`src/hw/rtl/isort_pkg.sv`:
```
// Shared types and constants for the insertion sorter.
`timescale 1ns / 1ps
`default_nettype none

package isort_pkg;

	localparam int DATA_WIDTH = 32;

	// One input transfer: value plus end-of-run mark.
	typedef struct packed {
		logic signed [DATA_WIDTH-1:0] value;
		logic                         last;
	} in_item_t;

	// One result transfer.
	typedef struct packed {
		logic signed [DATA_WIDTH-1:0] sorted_value;
		logic                         last_res;
		logic                         overflow;
	} res_item_t;

	// Commands from the controller to the datapath.
	typedef struct packed {
		logic load;     // capture input item, start position at count
		logic drop;     // buffer full: discard value, flag overflow
		logic rd;       // read entry below the current position
		logic shift;    // move the entry read up one place
		logic place;    // write the new value at the current position
		logic out_rd;   // read next entry for output
		logic out_end;  // final output read: clear run state
	} ctrl_cmd_t;

	// Status from the datapath to the controller.
	typedef struct packed {
		logic full;       // buffer holds its capacity
		logic pos_zero;   // position at bottom of buffer
		logic pos_one;    // position one above bottom
		logic greater;    // entry read is greater than new value
		logic out_final;  // output index at last buffered entry
		logic last;       // captured item ends the run
	} ctrl_sts_t;

endpackage

`default_nettype wire

```
`src/hw/rtl/isort_ram.sv`:
```
// Generic single-write, single-read RAM with registered read data.
`timescale 1ns / 1ps
`default_nettype none

module isort_ram #(
	parameter int WIDTH = 32,
	parameter int DEPTH = 16
) (
	input  wire logic                                     clk,
	input  wire logic                                     we,
	input  wire logic [(DEPTH > 1 ? $clog2(DEPTH) : 1)-1:0] waddr,
	input  wire logic [WIDTH-1:0]                         wdata,
	input  wire logic                                     re,
	input  wire logic [(DEPTH > 1 ? $clog2(DEPTH) : 1)-1:0] raddr,
	output logic      [WIDTH-1:0]                         rdata
);

	logic [WIDTH-1:0] mem_q [DEPTH];

	// Write port
	always_ff @(posedge clk) begin
		if (we) begin
			mem_q[waddr] <= wdata;
		end
	end

	// Registered read port
	always_ff @(posedge clk) begin
		if (re) begin
			rdata <= mem_q[raddr];
		end
	end

endmodule

`default_nettype wire

```
`src/hw/rtl/isort_ctrl.sv`:
```
// Controller state machine for the insertion sorter.
`timescale 1ns / 1ps
`default_nettype none

module isort_ctrl (
	input  wire logic                   clk,
	input  wire logic                   arst_n,
	input  wire logic                   start,
	output logic                        busy,
	input  wire isort_pkg::ctrl_sts_t   sts,
	output isort_pkg::ctrl_cmd_t        cmd
);

	typedef enum logic [2:0] {
		ST_IDLE,
		ST_CHECK,
		ST_CMP,
		ST_PLACE,
		ST_OUT
	} state_t;

	state_t state_q;
	state_t state_d;
	logic   busy_q;

	// Decode commands and next state
	always_comb begin
		cmd     = '0;
		state_d = state_q;
		unique case (state_q)
			ST_IDLE: begin
				if (start) begin
					cmd.load = 1'b1;
					state_d  = ST_CHECK;
				end
			end
			ST_CHECK: begin
				priority if (sts.full) begin
					cmd.drop = 1'b1;
					state_d  = sts.last ? ST_OUT : ST_IDLE;
				end else if (sts.pos_zero) begin
					cmd.place = 1'b1;
					state_d   = sts.last ? ST_OUT : ST_IDLE;
				end else begin
					cmd.rd  = 1'b1;
					state_d = ST_CMP;
				end
			end
			ST_CMP: begin
				if (sts.greater) begin
					cmd.shift = 1'b1;
					state_d   = sts.pos_one ? ST_PLACE : ST_CMP;
				end else begin
					cmd.place = 1'b1;
					state_d   = sts.last ? ST_OUT : ST_IDLE;
				end
			end
			ST_PLACE: begin
				cmd.place = 1'b1;
				state_d   = sts.last ? ST_OUT : ST_IDLE;
			end
			ST_OUT: begin
				cmd.out_rd = 1'b1;
				if (sts.out_final) begin
					cmd.out_end = 1'b1;
					state_d     = ST_IDLE;
				end
			end
			default: begin
				state_d = ST_IDLE;
			end
		endcase
	end

	// Hold state and the registered busy flag
	always_ff @(posedge clk or negedge arst_n) begin
		if (!arst_n) begin
			state_q <= ST_IDLE;
			busy_q  <= 1'b0;
		end else begin
			state_q <= state_d;
			busy_q  <= (state_d != ST_IDLE);
		end
	end

	assign busy = busy_q;

endmodule

`default_nettype wire

```
`src/hw/rtl/isort_dp.sv`:
```
// Datapath for the insertion sorter: buffer RAM, counters and result stage.
`timescale 1ns / 1ps
`default_nettype none

module isort_dp #(
	parameter int MAX_ITEMS = 16
) (
	input  wire logic                 clk,
	input  wire logic                 arst_n,
	input  wire isort_pkg::in_item_t  item,
	input  wire isort_pkg::ctrl_cmd_t cmd,
	output isort_pkg::ctrl_sts_t      sts,
	output logic                      strobe,
	output isort_pkg::res_item_t      result
);

	localparam int DW = isort_pkg::DATA_WIDTH;
	localparam int CW = $clog2(MAX_ITEMS + 1);
	localparam int AW = (MAX_ITEMS > 1) ? $clog2(MAX_ITEMS) : 1;
	localparam logic [CW-1:0] ONE  = CW'(1);
	localparam logic [CW-1:0] TWO  = CW'(2);
	localparam logic [CW-1:0] FULL = CW'(MAX_ITEMS);

	logic signed [DW-1:0] value_q;
	logic                 last_q;
	logic [CW-1:0]        pos_q;
	logic [CW-1:0]        count_q;
	logic [CW-1:0]        k_q;
	logic                 ovf_q;

	logic                 rv_s1;
	logic                 rlast_s1;
	logic                 rovf_s1;

	logic                 strobe_q;
	isort_pkg::res_item_t res_q;

	logic                 ram_we;
	logic [AW-1:0]        ram_waddr;
	logic [DW-1:0]        ram_wdata;
	logic                 ram_re;
	logic [CW-1:0]        raddr_full;
	logic [DW-1:0]        ram_rdata;

	// Buffer write: shifted entry or new value at the current position
	assign ram_we    = cmd.shift | cmd.place;
	assign ram_waddr = pos_q[AW-1:0];
	assign ram_wdata = cmd.shift ? ram_rdata : value_q;

	// Buffer read: output index, or the entry below the next position
	assign ram_re = cmd.rd | cmd.shift | cmd.out_rd;
	always_comb begin
		priority if (cmd.out_rd) begin
			raddr_full = k_q;
		end else if (cmd.shift) begin
			raddr_full = pos_q - TWO;
		end else begin
			raddr_full = pos_q - ONE;
		end
	end

	isort_ram #(
		.WIDTH(DW),
		.DEPTH(MAX_ITEMS)
	) u_ram (
		.clk  (clk),
		.we   (ram_we),
		.waddr(ram_waddr),
		.wdata(ram_wdata),
		.re   (ram_re),
		.raddr(raddr_full[AW-1:0]),
		.rdata(ram_rdata)
	);

	// Status back to the controller
	assign sts.full      = (count_q == FULL);
	assign sts.pos_zero  = (pos_q == '0);
	assign sts.pos_one   = (pos_q == ONE);
	assign sts.greater   = ($signed(ram_rdata) > value_q);
	assign sts.out_final = (k_q == (count_q - ONE));
	assign sts.last      = last_q;

	// Capture the input item
	always_ff @(posedge clk) begin
		if (cmd.load) begin
			value_q <= item.value;
		end
	end

	// Run state: position, count, output index, overflow
	always_ff @(posedge clk or negedge arst_n) begin
		if (!arst_n) begin
			last_q  <= 1'b0;
			pos_q   <= '0;
			count_q <= '0;
			k_q     <= '0;
			ovf_q   <= 1'b0;
		end else begin
			if (cmd.load) begin
				last_q <= item.last;
				pos_q  <= count_q;
			end
			if (cmd.shift) begin
				pos_q <= pos_q - ONE;
			end
			if (cmd.drop) begin
				ovf_q <= 1'b1;
			end
			if (cmd.place) begin
				count_q <= count_q + ONE;
			end
			if (cmd.out_rd) begin
				k_q <= k_q + ONE;
			end
			if (cmd.out_end) begin
				count_q <= '0;
				k_q     <= '0;
				ovf_q   <= 1'b0;
			end
		end
	end

	// Track output reads through the RAM latency
	always_ff @(posedge clk or negedge arst_n) begin
		if (!arst_n) begin
			rv_s1    <= 1'b0;
			rlast_s1 <= 1'b0;
			rovf_s1  <= 1'b0;
			strobe_q <= 1'b0;
		end else begin
			rv_s1    <= cmd.out_rd;
			rlast_s1 <= cmd.out_end;
			rovf_s1  <= ovf_q;
			strobe_q <= rv_s1;
		end
	end

	// Result register
	always_ff @(posedge clk) begin
		if (rv_s1) begin
			res_q.sorted_value <= $signed(ram_rdata);
			res_q.last_res     <= rlast_s1;
			res_q.overflow     <= rovf_s1;
		end
	end

	assign strobe = strobe_q;
	assign result = res_q;

endmodule

`default_nettype wire

```
`src/hw/rtl/insertion_sorter.sv`:
```
// Insertion sorter top level: one item per start transfer, sorted run on last.
// busy covers the check of each item and, unless the buffer was empty or the value is
// dropped, one move per larger entry, then placing it; start is taken when busy is low.
// On last, busy stays high through read-out and N results follow on consecutive
// strobes via the RAM read and result registers; the receiver cannot stall them.
// Reset clears count, overflow and control; buffer contents stay unknown.
`timescale 1ns / 1ps
`default_nettype none

module insertion_sorter #(
	parameter int MAX_ITEMS = 16
) (
	input  wire logic                 clk,
	input  wire logic                 arst_n,
	input  wire logic                 start,
	output logic                      busy,
	input  wire isort_pkg::in_item_t  item,
	output logic                      strobe,
	output isort_pkg::res_item_t      result
);

	isort_pkg::ctrl_cmd_t cmd;
	isort_pkg::ctrl_sts_t sts;
	logic                 busy_int;

	isort_ctrl u_ctrl (
		.clk   (clk),
		.arst_n(arst_n),
		.start (start),
		.busy  (busy_int),
		.sts   (sts),
		.cmd   (cmd)
	);

	isort_dp #(
		.MAX_ITEMS(MAX_ITEMS)
	) u_dp (
		.clk   (clk),
		.arst_n(arst_n),
		.item  (item),
		.cmd   (cmd),
		.sts   (sts),
		.strobe(strobe),
		.result(result)
	);

	assign busy = busy_int;

endmodule

`default_nettype wire

```
`config.mk`:
```
export PLATFORM = sky130hd
export DESIGN_NAME = insertion_sorter
export DESIGN_NICKNAME = d
export VERILOG_FILES = /design/src/hw/rtl/isort_pkg.sv /design/src/hw/rtl/isort_ram.sv /design/src/hw/rtl/isort_ctrl.sv /design/src/hw/rtl/isort_dp.sv /design/src/hw/rtl/insertion_sorter.sv
export SDC_FILE = /design/constraint.sdc
export NUM_CORES = 1
export LEC_CHECK = 0
export BUFFER_PORTS_ARGS = -buffer_cell sky130_fd_sc_hd__buf_2
export CORE_ASPECT_RATIO = 1.1
export CORE_UTILIZATION = 25
export DETAILED_ROUTE_END_ITERATION = 16
export PLACE_DENSITY = 0.5
export SLEW_MARGIN = 20
export SYNTH_ARGS = -nofsm -noshare
export SYNTH_HDL_FRONTEND = slang
export SYNTH_SLANG_ARGS = --single-unit
```
`constraint.sdc`:
```
create_clock -name clk -period 4.4 [get_ports clk]
set_input_delay 0.44 -clock clk [delete_from_list [all_inputs] [get_ports clk]]
set_output_delay 0.44 -clock clk [all_outputs]
set_load 0.05 [all_outputs]
```
# --- Word-level counts from Yosys, hierarchy flattened ---
# Memories as Yosys holds them, arrays and structs flattened. A register that Yosys moved wholly into a read port is not among the register bits.
# Index checks and enable logic that the tools add are counted.
op_classes:
  bitwise_logic: 3
  n_eq_ne: 7
  muxes: 35
  n_lt_le_gt_ge: 1
  n_reduce_logical: 7
  add_sub_neg: 5
ops:
  columns: ["op", "count"]
  rows:
  - ["$gt A32 B32 Y1", 1]
  - ["$mux W32", 1]
  - ["$mux W5", 6]
  - ["$mux W3", 6]
  - ["$mux W1", 16]
  - ["$pmux W3 S5", 1]
  - ["$add A5 B1 Y5 const B", 2]
  - ["$sub A5 B1 Y5 const B", 2]
  - ["$mux W4", 2]
  - ["$reduce_bool A2 Y1", 4]
  - ["$eq A3 B2 Y1 const B", 2]
  - ["$eq A5 B1 Y1 const B", 1]
  - ["$eq A5 B5 Y1", 1]
  - ["$eq A5 B5 Y1 const B", 1]
  - ["$logic_not A5 Y1", 1]
  - ["$mux W2", 2]
  - ["$sub A4 B2 Y4 const B", 1]
  - ["$eq A3 B1 Y1 const B", 1]
  - ["$eq A3 B3 Y1 const B", 1]
  - ["$logic_not A3 Y1", 1]
  - ["$or A1 B1 Y1", 3]
  - ["$pmux W1 S3", 1]
  - ["$reduce_bool A3 Y1", 1]
word_totals:
  in_bits: 36
  reg_bits: 91
  n_memories: 1
  out_inout_bits: 36
  word_cells: 74
  ramBits: 512
mem_list:
  columns: ["name", "words", "word_bits", "read_ports", "rd_ports_with_merged_regs", "write_ports", "line", "source"]
  rows:
  - ["u_dp.u_ram.mem_q", 16, 32, 1, 1, 1, "isort_ram.sv:18", "logic [WIDTH-1:0] mem_q [DEPTH];"]

# --- Logic depth before layout (Yosys ltp) ---
depth:
  word_depth: 7
  mapped_depth: 15
  depth_no_buf: 12

# --- Cells and area by module ---
# Synthesis repeated with hierarchy kept, for this count alone.
hier_totals:
  hier_cells: 1248
  hier_area_um2: 24765.0
modules_own_cells:
  columns: ["module", "seq_area_each_um2", "instances", "area_each_um2", "cells_per_inst"]
  rows:
  - ["isort_ram", 16335.7, 1, 20174.3, 838]
  - ["isort_dp", 2507.4, 1, 4306.6, 380]
  - ["isort_ctrl", 100.1, 1, 284.0, 30]

# --- Worst setup path after synthesis ---
# No wires, ideal clock.
synth_timing:
  kind: "reg-to-reg"
  start: "reg u_dp.pos_q[0]"
  end: "mem u_dp.u_ram.mem_q[2][0], enable pin"
  path_buffers: 0
  path_slack_ns: 0.062
  setup_time_ns: 0.461
  path_stages_with_launch: 8
  arrival_time_ns: 3.877
  period_less_slack_ns: 4.338
  required_time_ns: 3.939
  path_cell_list: "dfrtp_1 inv_1 ha_1 nand2_1 or4_1 nand2b_1 nand2_1 nor3_1"
synth_between:
  elab_chain_cells: 7
synth_rtl:
  columns: ["item", "line", "source"]
  rows:
  - ["start: declaration", "isort_dp.sv:26", "logic [CW-1:0] pos_q;"]
  - ["start signal: assignment", "isort_dp.sv:101", "pos_q <= count_q;"]
  - ["start signal: assignment", "isort_dp.sv:104", "pos_q <= pos_q - ONE;"]
  - ["$logic_not A5 Y1", "isort_dp.sv:77", "assign sts.pos_zero = (pos_q == '0);"]
  - ["$mux W1", "isort_ctrl.sv:41", "end else if (sts.pos_zero) begin"]
  - ["$mux W1", "isort_ctrl.sv:38", "priority if (sts.full) begin"]
  - ["$pmux W1 S3", "isort_ctrl.sv:30", "unique case (state_q)"]
  - ["$or A1 B1 Y1", "isort_dp.sv:46", "assign ram_we = cmd.shift | cmd.place;"]
  - ["$mux W1", "isort_ram.sv:22", "if (we) begin"]
  - ["$mux W1 (implied by the code)", "isort_ram.sv:23", "mem_q[waddr] <= wdata;"]
  - ["end: declaration", "isort_ram.sv:18", null]
# Parallel ways exist; a longest one is shown, timed or not.

# --- Worst setup path in the final report ---
layout_timing:
  start: "reg u_dp.u_ram.rdata[10], read port of u_dp.u_ram.mem_q"
  end: "reg u_dp.u_ram.rdata[8], read port of u_dp.u_ram.mem_q (data pin)"
layout_between:
  elab_chain_cells: 5
  elab_cells_between_ends: 7
  cone_classes: "order compare: 1; mux: 4; bitwise: 2"
layout_rtl:
  columns: ["item", "line", "source"]
  rows:
  - ["start: declaration", "isort_ram.sv:15", "output logic [WIDTH-1:0] rdata"]
  - ["$gt A32 B32 Y1 *", "isort_dp.sv:79", "assign sts.greater = ($signed(ram_rdata) > value_q);"]
  - ["$mux W1 *", "isort_ctrl.sv:50", "if (sts.greater) begin"]
  - ["$mux W1 *", "isort_ctrl.sv:30", null]
  - ["$mux W4 / $or A1 B1 Y1 (equally long branches)", "isort_dp.sv:55, isort_dp.sv:51", null]
  - ["$mux W4 / $or A1 B1 Y1 (equally long branches)", "isort_dp.sv:53, isort_dp.sv:51", null]
# Every way passes the cells marked *; elsewhere a longest branch is shown, timed or not.
# A chain may end at the register's enable or synchronous reset.

==> impl_metrics.ini <==
[outcome]
status = finished, final reports clean

[synth]
synth_area_leaders = edfxtp_1, nand2_1, a221oi_1, a311oi_1, and2_1
synth_top_area_cell = edfxtp_1
ys.flop_type = edfxtp_1
yosys_warnings = 0
yosysMostFrequentCell = edfxtp_1
synthCells = 1766
synthTopCellsByCount = edfxtp_1, nand2_1, and2_1
synth_area_per_cell_um2 = 14.7
yosys.area.top_type_share = 0.708
synth.distinct_cells = 59
syn_nets = 1844
ys_ff_latch = 635
synthArstFlopShare = 0.0394
synth_edf_count = 610
syn_area_um2 = 25900
ys_seq_area_frac = 0.732

[detailed_routing]
ant_nets = 0
via_per_inst = 4.76
dr.pass1.iters = 6
drt-total-wl_mm = 73.5
drc = 0
drt-initial-drc-count = 1392
num_vias = 15978
wl_per_cell_um = 21.9

[critical_path]
cp_data_arrival_time_ns = 4.56
worstPathMaxFanout = 40
crit_buf_inv = 4
worstPathRequired_ns = 4.74
end_kind = register
critPathSlowestCell = or4_1
startpoint_type = register
path_class = reg2reg
crit_family = compound AO/OA/AOI/OAI gates
slowest_delay_ns = 0.51
cpMostUsedCell = buf_4
cp.depth = 15
r2r_cells = 15
crit_chain = ha_1 -> nand4_1 -> nor3_2 -> buf_4 -> a21boi_2 -> o32a_4 -> o21a_4 -> buf_4 -> a21oi_1 -> a22oi_2 -> buf_4 -> buf_12 -> a221oi_1 -> a311oi_1 -> or4_1

[clock_network]
cts.reportedPaths.clkPinSlew_ns = 0.06
cts_sinks = 635
cts_root_buffer = clkbuf_16
cts_buffers = 67
cts_tree = done
cts_resized = 0
cts_buffer_depth = 3
insertion_delay_ns = 0.63
hold_buffers = 24
cts_setup_buffers = 0
cts_max_level = 3

[floorplanning]
fp.dieW_um = 309
dieArea_um2 = 105000
chipHeight_um = 339
pin_count = 72
core_um2 = 102000
rows = 123
start_util = 0.252

[timing]
finalHoldViolCount = 0
setup_viol = 0
skew_ns = 0.0322
setup_tns_ns = 0
slew_violations = 0
grt_setup_unrepaired = no
worst_pin_slew_ns = 0.973
hold_slack_ns = 0.0250
fin_crit_ns = 4.21
clock.fmax_ghz = 0.237
post-route-period-util = 0.958
slew_headroom = 0.352

[global_routing]
gr-usage-all-layers = 0.140
grt_max_degree = 102
grt_pass1_wl_mm = 107
grt_pass1_vias = 15894
grt_remaining_overflow = 0
antenna_found_initial = 3

[job]
maxCapViolCount = 0

[placed_design]
hpwl_mm = 40.5
dpl-instance-area_um2 = 28800
port_buffers = 71
dp.cells = 3212
gp_congestion = 0.802

[worst_hold_path]
hold_depth = 1
hold_path.class = in2reg

[layout]
area_delta_synth_final_pct = 20.4
final_net_count = 2008
postLayoutCellArea_um2 = 31200
final_cell_count_no_fill = 3358
drive_gt1_frac = 0.169

[power]
power.total_w = 0.0255
p_per_area_nw_per_um2 = 817
max-vdd-ir-drop_uv = 914
cellLeakagePower_nw = 10.4
## registers in the layout, indices dropped and copies added, names as in the netlist, 3 cells and up
name	cells
u_dp.u_ram.rdata	32
u_dp.pos_q	5
u_dp.u_ram.mem_q	512
u_dp.value_q	32
u_dp.result	34
u_ctrl.state_q	3
u_dp.k_q	5
u_dp.count_q	5
## worst paths after layout
path / start / endpoint / slack [ns]
min in group asynchronous: arst_n / u_dp.rlast_s1$_DFF_PN0_ / 0.37
max in group asynchronous: arst_n / u_dp.rv_s1$_DFF_PN0_ / 3.61
min reg2reg: u_dp.ovf_q$_DFFE_PN0P_ / u_dp.rovf_s1$_DFF_PN0_ / 0.39
max reg2reg: u_dp.u_ram.rdata[10]$_DFFE_PP_ / u_dp.u_ram.rdata[8]$_DFFE_PP_ / 0.19
min: item[17] / u_dp.value_q[16]$_DFFE_PP_ / 0.03
max: u_dp.u_ram.rdata[10]$_DFFE_PP_ / u_dp.u_ram.rdata[8]$_DFFE_PP_ / 0.19
## layer usage
layer / vias to the layer above / wire length (um) / track usage
met1: 8166 / 32500 / 0.187
li1: 7204 / - / -
met5: - / 34 / 0
met3: 116 / 4100 / 0.0234
met4: 4 / 2190 / 0.0545
met2: 488 / 34600 / 0.224
## area by class of cell
type | instances | area, um2
fill | 10204 | 71300
sequential | 635 | 18900
multi-input combinational | 968 | 6410
timing repair buffer | 218 | 1780
clock buffer | 81 | 1740
tap | 1375 | 1720
clock inverter | 40 | 405
inverter | 40 | 150
antenna | 1 | 2.50
## placed cells by master (no fill, tap or decap), types with 3 or more instances in the layout
cell type,Yosys,final
a21oi_1,15,15
a221oi_1,128,128
a311oi_1,128,128
and2_1,129,129
and3_1,3,3
buf_12,0,21
buf_2,21,71
buf_4,4,102
bufinv_16,0,7
clkbuf_1,89,13
clkbuf_16,0,67
clkinv_1,1,12
clkinv_2,0,14
dfrtp_1,25,24
dlygate4sd3_1,0,24
edfxtp_1,610,610
ha_1,42,42
inv_1,39,38
inv_6,0,4
mux2i_1,3,3
nand2_1,324,322
nand2b_1,5,4
nand3_1,7,5
nand3b_1,3,3
nand4_1,9,9
nor2_1,30,18
nor2_4,0,12
nor2b_1,5,4
nor3_2,1,4
o211ai_1,3,3
o21a_1,4,4
o21ai_0,43,43
or4_1,33,33
xnor2_1,6,6
xor2_1,7,7
## logic make-up after synthesis
family          count (synthesis)  share of synthesized area
flops                         635                      0.732
simple gates                  559                      0.103
compound gates                348                      0.111
buf+inv                       163                     0.0264
fa+ha+maj                      42                     0.0203
xor+xnor                       14                    0.00503
mux                             5                    0.00218
## through the flow
step,setup WS [ns],util
global route,0.0206,0.304
finish,0.185,0.304
global placement,0.206,0.281
floorplan,0.0623,-
detailed placement,0.207,0.281
CTS,0.187,0.304
## where the power goes
part	switching, W	internal [W]
logic	0.00714	0.00376
registers	0.000477	0.00849
clock network	0.00234	0.00325
total	0.00996	0.0155
(Power assumes the default switching activity.)
